[config.mk]
export PLATFORM = sky130hd
export DESIGN_NAME = rhc_hsv2rgb
export DESIGN_NICKNAME = d
export VERILOG_FILES = /design/src/rhc_pkg.sv /design/src/rhc_hsv2rgb.sv
export SDC_FILE = /design/constraint.sdc
export NUM_CORES = 2
export LEC_CHECK = 0
export ABC_AREA = 1
export BUFFER_PORTS_ARGS = -buffer_cell sky130_fd_sc_hd__buf_2
export CORE_ASPECT_RATIO = 0.5
export CORE_MARGIN = 8
export CORE_UTILIZATION = 55
export DETAILED_ROUTE_END_ITERATION = 10
export PLACE_DENSITY = 0.84
export SLEW_MARGIN = 0
export SYNTH_ARGS = -nofsm -noshare
export SYNTH_HDL_FRONTEND = slang
export SYNTH_SLANG_ARGS = --single-unit
[constraint.sdc]
create_clock -name clk -period 4.88 [get_ports clk]
set_input_delay 0.244 -clock clk [delete_from_list [all_inputs] [get_ports clk]]
set_output_delay 0.244 -clock clk [all_outputs]
set_load 0.05 [all_outputs]
[src/rhc_pkg.sv]
// ----------------------------------------------------------------------------
// rhc_pkg
// Shared types and constants of the RGB / HSV colour converter.
// ----------------------------------------------------------------------------
package rhc_pkg;

  typedef enum logic {
    OP_RGB2HSV = 1'b0,
    OP_HSV2RGB = 1'b1
  } op_t;

  localparam int unsigned DP_STAGES = 5;
  localparam int unsigned STAGES    = DP_STAGES + 1;
  localparam int unsigned IN_W      = 56;
  localparam int unsigned OUT_W     = 56;

  localparam int unsigned HUE_SECTOR = 3840;
  localparam int unsigned HUE_FULL   = 23040;
  localparam int unsigned FULL_SCALE = 255;
  localparam int unsigned HSV_DEN    = FULL_SCALE * HUE_SECTOR;

  // Reciprocal scaling shifts, chosen so that the truncated product is exact.
  localparam int unsigned RECIP_SHIFT = 31;
  localparam int unsigned P_SHIFT     = 25;
  localparam int unsigned DEN_SHIFT   = 49;

  localparam logic [17:0] RECIP_255 =
    18'(((64'd1 << P_SHIFT) + 64'(FULL_SCALE) - 64'd1) / 64'(FULL_SCALE));
  localparam logic [29:0] RECIP_DEN =
    30'(((64'd1 << DEN_SHIFT) + 64'(HSV_DEN) - 64'd1) / 64'(HSV_DEN));

  typedef struct packed {
    logic [7:0] red;
    logic [7:0] green;
    logic [7:0] blue;
  } rgb_t;

  typedef struct packed {
    logic [14:0] hue;
    logic [7:0]  sat;
    logic [7:0]  val;
  } hsv_t;

endpackage

[src/rhc_hsv2rgb.sv]
// ----------------------------------------------------------------------------
// rhc_hsv2rgb
// Five-stage HSV to RGB datapath forming the p, q and t terms.
// ----------------------------------------------------------------------------
module rhc_hsv2rgb (
  input  logic                           clk,
  input  logic [rhc_pkg::DP_STAGES-1:0]  stage_en,
  input  rhc_pkg::hsv_t                  hsv_in,
  output rhc_pkg::rgb_t                  pix_out
);

  logic [14:0] hc, base;
  logic [2:0]  sec;

  logic [2:0]  sec1_r, sec2_r, sec3_r, sec4_r, sec5_r;
  logic        zero1_r, zero2_r, zero3_r, zero4_r, zero5_r;
  logic [7:0]  v1_r, v2_r, v3_r, v4_r, v5_r;
  logic [11:0] frac1_r;
  logic [7:0]  s1_r, sinv1_r;
  logic [19:0] sf2_r, sg2_r;
  logic [15:0] pn2_r;
  logic [19:0] qd3_r, td3_r;
  logic [33:0] pp3_r;
  logic [27:0] qn4_r, tn4_r;
  logic [7:0]  p4_r, p5_r;
  logic [57:0] qp5_r, tp5_r;
  logic [7:0]  q, t;

  always_comb begin
    hc = (hsv_in.hue >= 15'(rhc_pkg::HUE_FULL)) ? 15'd0 : hsv_in.hue;
    if (hc >= 15'(5 * rhc_pkg::HUE_SECTOR)) begin
      sec  = 3'd5;
      base = 15'(5 * rhc_pkg::HUE_SECTOR);
    end else if (hc >= 15'(4 * rhc_pkg::HUE_SECTOR)) begin
      sec  = 3'd4;
      base = 15'(4 * rhc_pkg::HUE_SECTOR);
    end else if (hc >= 15'(3 * rhc_pkg::HUE_SECTOR)) begin
      sec  = 3'd3;
      base = 15'(3 * rhc_pkg::HUE_SECTOR);
    end else if (hc >= 15'(2 * rhc_pkg::HUE_SECTOR)) begin
      sec  = 3'd2;
      base = 15'(2 * rhc_pkg::HUE_SECTOR);
    end else if (hc >= 15'(rhc_pkg::HUE_SECTOR)) begin
      sec  = 3'd1;
      base = 15'(rhc_pkg::HUE_SECTOR);
    end else begin
      sec  = 3'd0;
      base = 15'd0;
    end
  end

  always_ff @(posedge clk) begin
    if (stage_en[0]) begin
      sec1_r  <= sec;
      frac1_r <= 12'(hc - base);
      zero1_r <= (hsv_in.sat == 8'd0);
      s1_r    <= hsv_in.sat;
      sinv1_r <= 8'(rhc_pkg::FULL_SCALE) - hsv_in.sat;
      v1_r    <= hsv_in.val;
    end
    if (stage_en[1]) begin
      sf2_r   <= 20'(s1_r) * 20'(frac1_r);
      sg2_r   <= 20'(s1_r) * 20'(12'(rhc_pkg::HUE_SECTOR) - frac1_r);
      pn2_r   <= 16'(v1_r) * 16'(sinv1_r);
      sec2_r  <= sec1_r;
      zero2_r <= zero1_r;
      v2_r    <= v1_r;
    end
    if (stage_en[2]) begin
      qd3_r   <= 20'(rhc_pkg::HSV_DEN) - sf2_r;
      td3_r   <= 20'(rhc_pkg::HSV_DEN) - sg2_r;
      pp3_r   <= 34'(pn2_r) * 34'(rhc_pkg::RECIP_255);
      sec3_r  <= sec2_r;
      zero3_r <= zero2_r;
      v3_r    <= v2_r;
    end
    if (stage_en[3]) begin
      qn4_r   <= 28'(v3_r) * 28'(qd3_r);
      tn4_r   <= 28'(v3_r) * 28'(td3_r);
      p4_r    <= pp3_r[rhc_pkg::P_SHIFT +: 8];
      sec4_r  <= sec3_r;
      zero4_r <= zero3_r;
      v4_r    <= v3_r;
    end
    if (stage_en[4]) begin
      qp5_r   <= 58'(qn4_r) * 58'(rhc_pkg::RECIP_DEN);
      tp5_r   <= 58'(tn4_r) * 58'(rhc_pkg::RECIP_DEN);
      p5_r    <= p4_r;
      sec5_r  <= sec4_r;
      zero5_r <= zero4_r;
      v5_r    <= v4_r;
    end
  end

  assign q = qp5_r[rhc_pkg::DEN_SHIFT +: 8];
  assign t = tp5_r[rhc_pkg::DEN_SHIFT +: 8];

  always_comb begin
    if (zero5_r) begin
      pix_out = '{red: v5_r, green: v5_r, blue: v5_r};
    end else begin
      case (sec5_r)
        3'd0:    pix_out = '{red: v5_r, green: t,    blue: p5_r};
        3'd1:    pix_out = '{red: q,    green: v5_r, blue: p5_r};
        3'd2:    pix_out = '{red: p5_r, green: v5_r, blue: t};
        3'd3:    pix_out = '{red: p5_r, green: q,    blue: v5_r};
        3'd4:    pix_out = '{red: t,    green: p5_r, blue: v5_r};
        default: pix_out = '{red: v5_r, green: p5_r, blue: q};
      endcase
    end
  end

endmodule

==> reports/results.ini <==
[outcome]
status=complete, but fails checks
violations=setup timing

[clock_network]
cts_tree=built
cts.clk_slew.worst_paths_ps=70
clkLatencyLatePin_ps=650
cts.sinks=277
cts_buffers=30
root_buffer=clkbuf_16
htreeDepth=1
cts_buffer_depth=3

[setup_path]
crit_arrival_ps=5780
cpMostUsedCell=fa_1
r2r-start=qn4_r[20]
crit_fanout=4
crit_buf_inv=7
cp_top_family=adder cells
path_cells=inv_2 > ha_1 > inv_2 > fa_1 > fa_2 > fa_1 > fa_1 > fa_1 > inv_1 > fa_1 > inv_1 > ha_4 > nand2_2 > inv_2 > buf_4 > nand3_1 > inv_1 > nand3_1 > nor2_1 > nand2_1 > nand4_1 > nand2_1
critPathLaunch=qn4_r[20]
cp_data_required_time_ps=5260
crit_slowest_cell=fa_1
endpoint_kind=register
critPathKind=register to register
startpoint_type=register
max_stage_delay_ps=590

[route]
ant_nets=0
drc=0
drtIter0Drc=4356
vias_per_cell=5.38
firstDrtPassIters=8
vias=45000
drt_wl_total_mm=151
wl_per_cell_um=18.0

[final_layout]
drive_above_1_share_pct=14.8
nets=8735
area_growth_syn_to_layout_pct=15.6
antenna_cells=0
fin_area_mm2=0.0633
n_fill_cell=7282

[die]
die_area_mm2=0.110
num_rows=81
initial_core_util_pct=55.7
die_width_um=462
coreArea_mm2=0.0982
io_pins=61
die_h_um=239

[timing]
fin_worst_skew_ps=30.6
worst_pin_slew_ps=1000
min_period_ps=5400
setup_viol=27
period_share_pct=111
slew_headroom_pct=33.1
drv_slew=0
final-hold-violation-count=0
fmax_mhz=185
rsz0062_at_grt=true
layout_setup_ws_ps=-520

[grt]
antenna_found_initial=2
grt_start_max_net_pins=68
grt_overflow=0
track_usage_pct=26.7
grt_pass1_vias=46500
grt_pass1_wl_mm=238

[synth]
syn_area_per_cell_um2=8.32
ys_ff_latch=277
yosysTopAreaCellShare_pct=28.7
synth.area.top_cells=fa_1 29%, ha_1 20%, edfxtp_1 15%, inv_1 12%, nand2_1 9.7%
ys_top_cells_by_count=1803 x inv_1, 1413 x nand2_1, 892 x ha_1, 784 x fa_1, 347 x nor2_1
synth_most_common_cell=inv_1
synth_edf_count=277
ys.flop_type=edfxtp_1
async_reset_ff_share_pct=0
ys_types=51
yosysSeqAreaShare_pct=15.2
yosysWarningCount=0
syn_area_mm2=0.0547
synthesis.nets=8288
yosys.area.top_type=fa_1
syn_inst=6575

[placed_design]
dpl-instance-area_mm2=0.0594
gp_congestion=1.02
port_buffers=60
dp_hpwl_mm=121

[worst_hold_path]
hold_start=hsv_in[26]
hold_class=primary input to register

[job]
max_cap_viol_count=0

[flip-flops by register name (all words and copies together) (netlist names), 12 cells and up]
| signal | flops |
|---|---|
| qn4_r | 28 |
| tn4_r | 27 |
| qd3_r | 20 |
| sf2_r | 20 |
| sg2_r | 19 |
| td3_r | 19 |
| pn2_r | 16 |
| frac1_r | 12 |
[layout by cell type (no fill, tap or decap), drive strengths merged, types with 11 or more instances in the layout]
master / n
a21boi: 11
a21o: 26
a21oi: 235
buf: 513
clkbuf: 34
dlygate4sd3: 24
edfxtp: 277
fa: 784
ha: 892
inv: 1815
nand2: 1420
nand3: 169
nand4: 53
nor2: 351
nor3: 49
o21ai: 128
o21bai: 37
or2: 15
xnor2: 42
xor2: 82
[layer usage]
layer  wire length [µm]  track usage (%)
met1              61800             35.5
met2              69000             44.2
met4               5900             7.88
met5                  7                0
met3              14200             5.38
[worst register-to-register path: cells and delay by family (launching register included)]
| family | cells | cell delay [ps] |
|---|---|---|
| adders and majority gates | 8 | 3610 |
| buffers and inverters | 7 | 480 |
| DFF | 1 | 480 |
| and+or+nand+nor | 7 | 610 |
[worst paths after layout]
| kind | cells after the start | endpoint | slack (ps) |
|---|---|---|---|
| worst max register to register | 22 | qp5_r[51] | -520 |
| worst min-delay path | 3 | sec1_r[2] | 70 |
| worst min register to register | 0 | v5_r[7] | 420 |
| worst max-delay path | 22 | qp5_r[51] | -520 |
[layout make-up]
type	count	area [µm²]	area share, %
Multi-Input combinational cell	4365	41300	65.2
Sequential cell	277	8320	13.1
Inverter	1811	6820	10.8
Timing Repair Buffer	537	4180	6.61
Tap cell	1328	1660	2.63
Clock buffer	34	766	1.21
Clock inverter	20	259	0.409
[metrics by stage]
stage          std cells  worst slack (ps)  hold slack (ps)  setup TNS (ps)  utilization [%]
2_1_floorplan       6575              -288              343           -3080                -
3_3_place_gp        8206              -490              400           -7490             60.4
3_5_place_dp        8206              -568              405           -9560             60.4
4_1_cts             8332              -490             39.5           -7040             63.1
5_1_grt             8372              -729             66.0          -14520             64.4
6_report            8372              -520             72.6           -9670             64.4
[timing repair]
item                                    in CTS  in global routing
endpoints found under the hold margin       33                  0
buffers inserted                            51                 44
resized for setup                          240                242
endpoints found under the setup margin      27                 32
pin swaps                                  172                169
hold buffers                                24                  0
[cells by family (layout without fill, tap and decap cells)]
| group | Yosys count | in the layout | share of synthesized area [%] |
|---|---|---|---|
| AO/OA/AOI/OAI | 477 | 477 | 4.89 |
| XOR/XNOR | 124 | 124 | 2.00 |
| adder cells (fa/ha/maj) | 1676 | 1676 | 49.1 |
| flip-flops | 277 | 277 | 15.2 |
| AND/OR/NAND/NOR | 2088 | 2088 | 15.4 |
| buffers and inverters | 1933 | 2402 | 13.4 |
Power is not shown: default switching activity piles up to over one toggle a cycle in this logic, so the estimate is an artifact.
